## config.mk

```make
export PLATFORM = sky130hd
export DESIGN_NAME = atan2_octant_poly_unit_flat
export DESIGN_NICKNAME = d
export VERILOG_FILES = /design/src/sv/a2p_pkg.sv /design/src/sv/a2p_vec_if.sv /design/src/sv/a2p_ang_if.sv /design/src/sv/a2p_div_cell.sv /design/src/sv/a2p_poly.sv /design/src/sv/atan2_octant_poly_unit.sv /design/src/flat_wrapper.sv
export SDC_FILE = /design/constraint.sdc
export NUM_CORES = 2
export LEC_CHECK = 0
export BUFFER_PORTS_ARGS = -buffer_cell sky130_fd_sc_hd__buf_2
export CAP_MARGIN = 15
export CORE_MARGIN = 2
export CORE_UTILIZATION = 60
export DETAILED_ROUTE_END_ITERATION = 8
export GPL_ROUTABILITY_DRIVEN = 1
export PLACE_DENSITY = 0.82
export SKIP_LAST_GASP = 1
export SYNTH_ARGS = -nofsm -noshare
export SYNTH_HDL_FRONTEND = slang
export SYNTH_SLANG_ARGS = --single-unit
```

## constraint.sdc

```tcl
create_clock -name clk -period 18.4 [get_ports clk]
set_input_delay 0 -clock clk [delete_from_list [all_inputs] [get_ports clk]]
set_output_delay 0 -clock clk [all_outputs]
set_load 0.03 [all_outputs]
```

## src/sv/a2p_pkg.sv

```systemverilog
package a2p_pkg;

	localparam int RATIO_FRAC_BITS = 16;

	localparam logic [63:0] PI4_Q32 = 64'd3373259426;
	localparam logic [63:0] C1_Q32  = 64'd1050978497;
	localparam logic [63:0] C2_Q32  = 64'd284756332;
	localparam int          ANGLE_MAX = 12868;

	// offset applied to the polynomial result
	localparam logic [2:0] BASE_ZERO = 3'd0;
	localparam logic [2:0] BASE_PI   = 3'd1;
	localparam logic [2:0] BASE_NPI  = 3'd2;
	localparam logic [2:0] BASE_HPI  = 3'd3;
	localparam logic [2:0] BASE_NHPI = 3'd4;

	typedef struct packed {
		logic       neg;
		logic [2:0] base;
		logic       zero;
	} a2p_side_t;

	// round a Q.32 constant to nearest into Q.f
	function automatic logic [63:0] to_qf(input logic [63:0] k32, input int f);
		to_qf = (k32 + (64'd1 << (31 - f))) >> (32 - f);
	endfunction

endpackage

```

## src/sv/a2p_vec_if.sv

```systemverilog
interface a2p_vec_if;
	logic        valid;
	logic        ready;
	logic [31:0] y_coord;
	logic [31:0] x_coord;

	modport source (output valid, output y_coord, output x_coord, input ready);
	modport sink   (input valid, input y_coord, input x_coord, output ready);
endinterface

```

## src/sv/a2p_ang_if.sv

```systemverilog
interface a2p_ang_if;
	logic        valid;
	logic        ready;
	logic [14:0] angle_rad;

	modport source (output valid, output angle_rad, input ready);
	modport sink   (input valid, input angle_rad, output ready);
endinterface

```

## src/sv/a2p_div_cell.sv

```systemverilog
module a2p_div_cell import a2p_pkg::*; #(
	parameter int QW    = RATIO_FRAC_BITS + 1,
	parameter bit FIRST = 1'b0
) (
	input  logic          clk,
	input  logic          arst_n,
	input  logic          up_valid,
	output logic          up_ready,
	input  logic [31:0]   up_rem,
	input  logic [31:0]   up_den,
	input  logic [QW-1:0] up_quot,
	input  a2p_side_t     up_side,
	output logic          dn_valid,
	input  logic          dn_ready,
	output logic [31:0]   dn_rem,
	output logic [31:0]   dn_den,
	output logic [QW-1:0] dn_quot,
	output a2p_side_t     dn_side
);

	logic        v_q;
	logic [32:0] trial;
	logic        ge;
	logic [32:0] diff;

	// first cell compares without shifting: remainder already below 2*den
	assign trial    = FIRST ? {1'b0, up_rem} : {up_rem, 1'b0};
	assign ge       = trial >= {1'b0, up_den};
	assign diff     = trial - {1'b0, up_den};
	assign up_ready = !v_q || dn_ready;
	assign dn_valid = v_q;

	always_ff @(posedge clk or negedge arst_n) begin
		if (!arst_n) begin
			v_q <= 1'b0;
		end else if (up_ready) begin
			v_q <= up_valid;
		end
	end

	always_ff @(posedge clk) begin
		if (up_ready && up_valid) begin
			dn_rem  <= ge ? diff[31:0] : trial[31:0];
			dn_den  <= up_den;
			dn_quot <= {up_quot[QW-2:0], ge};
			dn_side <= up_side;
		end
	end

endmodule

```

## src/sv/a2p_poly.sv

```systemverilog
module a2p_poly import a2p_pkg::*; #(
	parameter int F = RATIO_FRAC_BITS
) (
	input  logic        clk,
	input  logic        arst_n,
	input  logic        up_valid,
	output logic        up_ready,
	input  logic [F:0]  up_a,
	input  a2p_side_t   up_side,
	a2p_ang_if.source   ang
);

	localparam int WA = F + 1;
	localparam int PW = 2 * WA;
	localparam int AW = F + 4;
	localparam logic [WA-1:0] PI4  = WA'(to_qf(PI4_Q32, F));
	localparam logic [WA-1:0] C1   = WA'(to_qf(C1_Q32, F));
	localparam logic [WA-1:0] C2   = WA'(to_qf(C2_Q32, F));
	localparam logic [WA-1:0] ONE  = WA'(1) << F;
	localparam logic [PW-1:0] HALF = PW'(1) << (F - 1);
	localparam logic [AW-1:0] AMAX = AW'(ANGLE_MAX);

	logic            v1_q, v2_q, v3_q;
	logic            rd1, rd2, rd3;
	logic [WA-1:0]   a_s1, s_s1, q_s1;
	a2p_side_t       side_s1, side_s2;
	logic [WA:0]     m_s2;
	logic [14:0]     ang_s3;

	logic [PW-1:0]   p_c2, p_q, p_pi, p_qs;
	logic signed [AW-1:0] base_v, term, angle_v;
	logic [AW-1:0]   mag, magr, mags;
	logic            sub;

	assign rd3      = !v3_q || ang.ready;
	assign rd2      = !v2_q || rd3;
	assign rd1      = !v1_q || rd2;
	assign up_ready = rd1;

	always_ff @(posedge clk or negedge arst_n) begin
		if (!arst_n) begin
			v1_q <= 1'b0;
			v2_q <= 1'b0;
			v3_q <= 1'b0;
		end else begin
			if (rd1) v1_q <= up_valid;
			if (rd2) v2_q <= v1_q;
			if (rd3) v3_q <= v2_q;
		end
	end

	// stage 1: s = c1 + c2*a, q = a*(1-a)
	assign p_c2 = {{WA{1'b0}}, up_a} * {{WA{1'b0}}, C2};
	assign p_q  = {{WA{1'b0}}, up_a} * {{WA{1'b0}}, ONE - up_a};

	always_ff @(posedge clk) begin
		if (rd1 && up_valid) begin
			a_s1    <= up_a;
			s_s1    <= C1 + WA'((p_c2 + HALF) >> F);
			q_s1    <= WA'((p_q + HALF) >> F);
			side_s1 <= up_side;
		end
	end

	// stage 2: m = pi/4*a + q*s
	assign p_pi = {{WA{1'b0}}, a_s1} * {{WA{1'b0}}, PI4};
	assign p_qs = {{WA{1'b0}}, q_s1} * {{WA{1'b0}}, s_s1};

	always_ff @(posedge clk) begin
		if (rd2 && v1_q) begin
			m_s2    <= (WA+1)'((p_pi + HALF) >> F) + (WA+1)'((p_qs + HALF) >> F);
			side_s2 <= side_s1;
		end
	end

	// stage 3: offset, round to Q.12, saturate
	always_comb begin
		case (side_s2.base)
			BASE_PI:   base_v = signed'(AW'(PI4)) <<< 2;
			BASE_NPI:  base_v = -(signed'(AW'(PI4)) <<< 2);
			BASE_HPI:  base_v = signed'(AW'(PI4)) <<< 1;
			BASE_NHPI: base_v = -(signed'(AW'(PI4)) <<< 1);
			default:   base_v = '0;
		endcase
	end

	assign sub     = (side_s2.base == BASE_HPI) || (side_s2.base == BASE_NHPI);
	assign term    = (side_s2.neg ^ sub) ? -signed'(AW'(m_s2)) : signed'(AW'(m_s2));
	assign angle_v = base_v + term;
	assign mag     = angle_v[AW-1] ? AW'(-angle_v) : AW'(angle_v);

	generate
		if (F >= 13) begin : g_rnd_down
			assign magr = (mag + (AW'(1) << (F - 13))) >> (F - 12);
		end else begin : g_rnd_up
			assign magr = mag << (12 - F);
		end
	endgenerate

	assign mags = (magr > AMAX) ? AMAX : magr;

	always_ff @(posedge clk) begin
		if (rd3 && v2_q) begin
			if (side_s2.zero) begin
				ang_s3 <= '0;
			end else begin
				ang_s3 <= angle_v[AW-1] ? 15'(-mags) : 15'(mags);
			end
		end
	end

	assign ang.valid     = v3_q;
	assign ang.angle_rad = ang_s3;

endmodule

```

## src/sv/atan2_octant_poly_unit.sv

```systemverilog
// Channel   Role    Word fields                         Accepted when
// vec       sink    y_coord[31:0], x_coord[31:0] Q20.12  vec.valid && vec.ready
// ang       source  angle_rad[14:0] Q3.12 radians        ang.valid && ang.ready
//
// Flow: one vector word per cycle while ang is ready; a word passes through
// one divider cell per quotient bit, then three polynomial stages.
// Reset: arst_n clears every valid flag at once; no clearing pass.
// Stalls: each cell holds its word only while its neighbor is full and stalled,
// so bubbles collapse and a new word enters while a result waits at ang.
module atan2_octant_poly_unit import a2p_pkg::*; #(
	parameter int RATIO_FRAC_BITS_P = RATIO_FRAC_BITS
) (
	input  logic      clk,
	input  logic      arst_n,
	a2p_vec_if.sink   vec,
	a2p_ang_if.source ang
);

	localparam int F  = RATIO_FRAC_BITS_P;
	localparam int QW = F + 1;

	logic          valid_c [0:QW];
	logic          ready_c [0:QW];
	logic [31:0]   rem_c   [0:QW];
	logic [31:0]   den_c   [0:QW];
	logic [QW-1:0] quot_c  [0:QW];
	a2p_side_t     side_c  [0:QW];

	logic        ys, xs, sel_yx;
	logic [31:0] ay, ax;

	// octant decode: magnitudes in 32 bits unsigned keep -2^31 exact
	assign ys     = vec.y_coord[31];
	assign xs     = vec.x_coord[31];
	assign ay     = ys ? (~vec.y_coord + 32'd1) : vec.y_coord;
	assign ax     = xs ? (~vec.x_coord + 32'd1) : vec.x_coord;
	assign sel_yx = ay < ax;

	always_comb begin
		side_c[0].neg  = ys ^ xs;
		side_c[0].zero = (ay == 32'd0) && (ax == 32'd0);
		if (sel_yx) begin
			// |y| below |x|: atan(y/x), shifted by pi on the left half-plane
			rem_c[0] = ay;
			den_c[0] = ax;
			if (!xs) side_c[0].base = BASE_ZERO;
			else if (!ys) side_c[0].base = BASE_PI;
			else side_c[0].base = BASE_NPI;
		end else begin
			// steep side: +-pi/2 minus atan(x/y)
			rem_c[0] = ax;
			den_c[0] = ay;
			side_c[0].base = ys ? BASE_NHPI : BASE_HPI;
		end
	end

	assign valid_c[0] = vec.valid;
	assign quot_c[0]  = '0;
	assign vec.ready  = ready_c[0];

	// restoring divider: one cell per quotient bit, MSB first
	genvar i;
	generate
		for (i = 0; i < QW; i++) begin : g_cell
			a2p_div_cell #(.QW(QW), .FIRST(i == 0)) u_cell (
				.clk      (clk),
				.arst_n   (arst_n),
				.up_valid (valid_c[i]),
				.up_ready (ready_c[i]),
				.up_rem   (rem_c[i]),
				.up_den   (den_c[i]),
				.up_quot  (quot_c[i]),
				.up_side  (side_c[i]),
				.dn_valid (valid_c[i+1]),
				.dn_ready (ready_c[i+1]),
				.dn_rem   (rem_c[i+1]),
				.dn_den   (den_c[i+1]),
				.dn_quot  (quot_c[i+1]),
				.dn_side  (side_c[i+1])
			);
		end
	endgenerate

	// quotient never exceeds one for a nonzero vector since the smaller magnitude is the numerator
	a2p_poly #(.F(F)) u_poly (
		.clk      (clk),
		.arst_n   (arst_n),
		.up_valid (valid_c[QW]),
		.up_ready (ready_c[QW]),
		.up_a     (quot_c[QW]),
		.up_side  (side_c[QW]),
		.ang      (ang)
	);

endmodule

```

## src/flat_wrapper.sv

```systemverilog
// flat-port wrapper written by rule: the top's interface ports become plain ports
module atan2_octant_poly_unit_flat import a2p_pkg::*;
#(
	parameter int RATIO_FRAC_BITS_P = RATIO_FRAC_BITS
)
  (clk, arst_n, vec_valid, vec_y_coord, vec_x_coord, vec_ready, ang_valid, ang_angle_rad, ang_ready);
  a2p_vec_if vec_i ();
  a2p_ang_if ang_i ();
  input  logic clk;
  input  logic arst_n;
  input wire logic [$bits(vec_i.valid)-1:0] vec_valid;
  input wire logic [$bits(vec_i.y_coord)-1:0] vec_y_coord;
  input wire logic [$bits(vec_i.x_coord)-1:0] vec_x_coord;
  output wire logic [$bits(vec_i.ready)-1:0] vec_ready;
  output wire logic [$bits(ang_i.valid)-1:0] ang_valid;
  output wire logic [$bits(ang_i.angle_rad)-1:0] ang_angle_rad;
  input wire logic [$bits(ang_i.ready)-1:0] ang_ready;
  assign vec_i.valid = vec_valid;
  assign vec_i.y_coord = vec_y_coord;
  assign vec_i.x_coord = vec_x_coord;
  assign vec_ready = vec_i.ready;
  assign ang_valid = ang_i.valid;
  assign ang_angle_rad = ang_i.angle_rad;
  assign ang_i.ready = ang_ready;
  atan2_octant_poly_unit #(.RATIO_FRAC_BITS_P(RATIO_FRAC_BITS_P)) u_core (.clk(clk), .arst_n(arst_n), .vec(vec_i), .ang(ang_i));
endmodule
```

---- After elaboration in Yosys (flattened, before gate mapping) ----
Index checks and enable logic that the tools add are counted.
word-level totals
  bits in registers ....................... 1376
  bits of input ports ..................... 68
operators by class
  add/sub/neg operators ................... 30
  $mul .................................... 4
  magnitude comparators ................... 19
  equality and inequality tests ........... 4
  multiplexer cells ....................... 29
  bitwise operators ....................... 4
  reductions and logical operators ........ 64
operators by type and width
  cell                      count
  $mux W32                  20
  $ge A33 B32 Y1            16
  $sub A32 B32 Y32          16
  $pmux W20 S4              1
  $add A32 B1 Y32 const B   2
  $logic_not A32 Y1         2
  $not A32 Y32              2
  $mux W20                  2
  $add A33 B16 Y34 const B  1
  $add A34 B16 Y34 const B  1
  $mul A17 B17 Y34          1
  $add A33 B16 Y33 const B  1
  $mul A17 B17 Y33          1
  $ge A32 B32 Y1            1
  $lt A32 B32 Y1            1
  $add A30 B16 Y31 const B  1
  $mul A17 B13 Y30 const B  1
  $mux W15                  2
  $mul A17 B12 Y29 const B  1
  $logic_and A1 B1 Y1       21
  $logic_or A1 B1 Y1        21
  $add A20 B20 Y20          1
  $add A20 B4 Y20 const B   1
  $logic_not A1 Y1          20
  13 further kinds          17

---- Depth between registers and ports, before layout ----
  word-level depth ........................ 22
  depth in mapped cells ................... 37
  depth with buffers taken out ............ 36

---- Modules after synthesis ----
Synthesis repeated with hierarchy kept, for this count alone.
second synthesis, totals
  cells, all modules ...................... 10836
  area total of the unflattened synthesis .. 120540.6 um2
modules (own cells, without submodules)
  module                                        instances  cells each  area each (um2)  sequential area each (um2)
  a2p_div_cell at u_core.g_cell[10].u_cell ...  16         410         5043.6           2607.5
  a2p_poly                                      1          3407        31662.9          2837.7
  a2p_div_cell at u_core.g_cell[0].u_cell       1          438         4937.2           2607.5
  atan2_octant_poly_unit                        1          431         3243.1           0.0

---- Worst setup path before layout ----
OpenSTA, ideal clock, no wires.
  kind .................................... register to register
  start ................................... register u_core.g_cell[16].u_cell.dn_quot[1]
  end ..................................... register u_core.u_poly.q_s1[16] (data pin)
  setup time .............................. 260 ps
  arrival ................................. 8090 ps
  slack ................................... 10050 ps
  stages on the path, launching flop included .. 33
  path buffers ............................ 1
  period minus slack after synthesis ...... 8350 ps
  cells stage by stage .................... edfxtp_1 -> clkinv_1 -> ha_1 -> nor2b_1 -> and2_1 -> and3_1 -> and3_1 -> and2_1 -> ha_1 -> clkbuf_1 -> nor2_1 -> fa_1 -> fa_1 -> inv_1 -> fa_1 -> inv_1 -> fa_1 -> inv_1 -> fa_1 -> inv_1 -> fa_1 -> ha_1 -> a21oi_1 -> nand2_1 -> nor2_1 -> a221o_1 -> o211ai_1 -> a31oi_1 -> a211o_1 -> o2111ai_1 -> a21o_1 -> a21oi_1 -> xnor2_1
between the ends
  cells in the longest elaborated chain, start to end .. 3
ends and longest elaborated chain
  what                    line                text
  start, declared         a2p_div_cell.sv:17  output logic [QW-1:0] dn_quot,
  start signal, assigned  a2p_div_cell.sv:45  dn_quot <= {up_quot[QW-2:0], ge};
  $sub A17 B17 Y17        a2p_poly.sv:54      assign p_q = {{WA{1'b0}}, up_a} * {{WA{1'b0}}, ONE - up_a};
  $mul A17 B17 Y33 (*)    a2p_poly.sv:54
  $add A33 B16 Y33 (*)    a2p_poly.sv:60      q_s1 <= WA'((p_q + HALF) >> F);
  end signal, assigned    a2p_poly.sv:60
  end, declared           a2p_poly.sv:25      logic [WA-1:0] a_s1, s_s1, q_s1;
Mark *: on every way between the ends. The rest lies on a longest branch, timed or not.
A chain may end at the register's enable or synchronous reset.

---- Worst setup path in the final report ----
  start ................................... input vec_y_coord[0]
  end ..................................... register u_core.g_cell[0].u_cell.dn_rem[0] (data pin)
between the ends
  cells in the longest elaborated chain, start to end .. 7
  elaborated cells between the ends (all ways) .. 9
  those cells by class .................... add/sub (2); order compare (2); mux (4); bitwise (1)
ends and longest elaborated chain
  what                                                line                                    text
  start, declared                                     flat_wrapper.sv:12                      input wire logic [$bits(vec_i.y_coord)-1:0] vec_y_coord;
  $not A32 Y32                                        atan2_octant_poly_unit.sv:35            assign ay = ys ? (~vec.y_coord + 32'd1) : vec.y_coord;
  $add A32 B1 Y32                                     atan2_octant_poly_unit.sv:35
  $mux W32 (*)                                        atan2_octant_poly_unit.sv:35
  $lt A32 B32 Y1                                      atan2_octant_poly_unit.sv:37            assign sel_yx = ay < ax;
  $mux W32                                            atan2_octant_poly_unit.sv:42            if (sel_yx) begin
  $sub A32 B32 Y32 or $ge A32 B32 Y1 (tied branches)  a2p_div_cell.sv:29, a2p_div_cell.sv:28
  $mux W32 (*)                                        a2p_div_cell.sv:43                      dn_rem <= ge ? diff[31:0] : trial[31:0];
  end signal, assigned                                a2p_div_cell.sv:43
  end, declared                                       a2p_div_cell.sv:15                      output logic [31:0] dn_rem,
Marks and branches as above.

==> qor.csv <==
metric;value;unit
synth_warnings;0;
drtIter0Drc;6684;
drive_gt1_share;7.19;%
cp-start-kind;input pin;
start_util;60.3;%
rows;153;
antenna_found_initial;7;
max_freq;104;MHz
hold_viol;0;
max_stage_delay;770;ps
endpoint_kind;register;
status;finished, final reports clean;
finalCritPeriodShare;52.2;%
netlist_area;105000;um2
setup_viol;0;
syn_inst;10000;
async_reset_ff_share;1.46;%
fin_nets;11800;
cts_max_level;4;
tightest_slew;1170;ps
area_growth;8.70;%
numCtsBuffers;147;
layout.cells.non_filler;12600;
cp.arrival;10140;ps
synth.distinct_cells;112;
synth_top_area_share;38.9;%
io_buffer_count;84;
place_hpwl;199;mm
hold_class;input pin to register;
fin_crit;9600;ps
rsz0062_at_grt;false;
worstPathMaxFanout;57;
relSlewSlack;22.2;%
slew_violations;0;
via_count;75800;
ys_top_cells_by_area;edfxtp_1 39%, ha_1 13%, fa_1 10%, inv_1 5.3%, xnor2_1 3.0%;
die_h;422;um
synth_top_cell_by_area;edfxtp_1;
synth-edff-count;1354;
whs_path_depth;5;
cpMaxStageDelayCell;nor4b_1;
drc;0;
dp_cells;12300;
io_pins;85;
grt_pass1_vias;77600;
ys_seq_area_share;39.4;%
syn_area_per_cell;10.5;um2
path_common_cell;dlygate4sd3_1;
setup_tns;0;ps
die_width;422;um
drv_cap;0;
clock-sinks;1374;
grt_first_pass_wirelength;414;mm
clock-root-buffer;clkbuf_16;
via_per_inst;6.00;
cts_tree;built;
cts_buffer_depth;3;
grtUsageTotal;29.3;%
first_pass_iters;9;
place.gp.congestion;0.988;
yosysMostFrequentCell;inv_1;
antenna_left;0;
crit_type;input pin to register;
synth_ff_type;edfxtp_1;
clock_latency;810;ps
overflow;0;
skew;50.7;ps
core_area;173000;um2
rr_worst_depth;35;
cts.reportedPaths.clkPinSlew;60;ps
cp.required;18930;ps
synth.top_cells.by_count;1475 x inv_1, 1354 x edfxtp_1, 1053 x ha_1, 683 x nand2_1, 644 x nor2_1;
grt_start_max_net_pins;82;
holdWs;38.9;ps
syn-num-nets;11700;
ys_seq_elements;1374;
die-area;178000;um2
wl;262;mm
wl_per_cell;20.7;um
## area by class of cell
type / instances / area [um2]
Antenna cell: 6 / 15.0
Inverter: 1479 / 5550
Multi-Input combinational cell: 6931 / 57200
Clock buffer: 176 / 3840
Fill cell: 12800 / 59700
Timing Repair Buffer: 245 / 1900
Sequential cell: 1374 / 41200
Clock inverter: 94 / 1060
Tap cell: 2325 / 2910
## logic make-up after synthesis
| logic type | after synthesis | synth area share (%) |
|---|---|---|
| adder cells (fa/ha/maj) | 1589 | 22.8 |
| AND/OR/NAND/NOR | 2624 | 12.4 |
| multiplexers | 266 | 2.84 |
| XOR/XNOR | 589 | 4.94 |
| flip-flops | 1374 | 39.4 |
| AO/OA/AOI/OAI | 1863 | 11.5 |
| buffers and inverters | 1697 | 6.13 |
## worst max-delay path, delay by kind of cell
kind,cells,cell delay (ps)
buffers and inverters,7,2880
adder cells (fa/ha/maj),2,590
AO/OA/AOI/OAI,12,3030
AND/OR/NAND/NOR,7,3170
XOR/XNOR,1,420
## state kept, by name, indices dropped and copies added (netlist names), 15 cells and up
register and flops:
u_core.g_cell.u_cell.dn_den 512, u_core.g_cell.u_cell.dn_valid 17, u_core.g_cell.u_cell.dn_rem 512, u_core.u_poly.s_s1 15
u_core.g_cell.u_cell.dn_quot 153, u_core.u_poly.m_s2 18, u_core.u_poly.q_s1 17, u_core.u_poly.a_s1 17
u_core.u_poly.ang.angle_rad 15, u_core.g_cell.u_cell.dn_side 85
## cell usage in the layout (no fill, tap or decap), types with 80 or more instances in the layout
master / n
nand4_1: 94
o21a_1: 80
mux2_2: 236
clkbuf_16: 149
nand3_1: 151
nand2b_1: 261
and2_1: 193
fa_1: 535
edfxtp_1: 1354
nor3_1: 161
inv_1: 1475
nand2_1: 682
nor2_1: 641
o21ai_0: 457
a21o_1: 206
buf_2: 84
xnor2_1: 362
xor2_1: 225
o31ai_1: 81
a21oi_1: 453
nor2b_1: 109
dlygate4sd3_1: 94
ha_1: 1053
## through the flow
stage | utilization (%) | area [um2] | setup WS [ps]
after floorplan | - | 105000 | 10050
after global placement | 62.1 | 108000 | 9540
after detailed placement | 62.1 | 108000 | 9260
after CTS | 65.5 | 114000 | 9080
after global routing | 65.5 | 114000 | 8260
final | 65.5 | 114000 | 8800
## metal layers
metal	track usage (%)	vias to the layer above	wire (um)
met5	0	-	32
met4	16.3	4	16400
met3	4.31	857	15200
met2	51.1	2930	129000
met1	34.7	36800	101000
li1	-	35100	-
## timing repair
action	in CTS	in global routing
buffers inserted	0	0
endpoints found under the setup margin	0	0
resized for setup	0	0
hold buffers	94	0
endpoints found under the hold margin	87	0
## path summary, 6_finish.rpt
check,startpoint,to,slack (ps)
max in group asynchronous,arst_n,u_core.g_cell[4].u_cell.dn_valid,17880
min in group asynchronous,arst_n,u_core.g_cell[1].u_cell.dn_valid,100
max,vec_y_coord[0],u_core.g_cell[0].u_cell.dn_rem[0],8800
min reg2reg,u_core.g_cell[7].u_cell.dn_side[3],u_core.g_cell[8].u_cell.dn_side[3],400
min,vec_y_coord[15],u_core.g_cell[0].u_cell.dn_rem[15],40
max reg2reg,u_core.u_poly.s_s1[8],u_core.u_poly.m_s2[16],9130
Power is not shown: default switching activity piles up to over one toggle a cycle in this logic, so the estimate is an artifact.
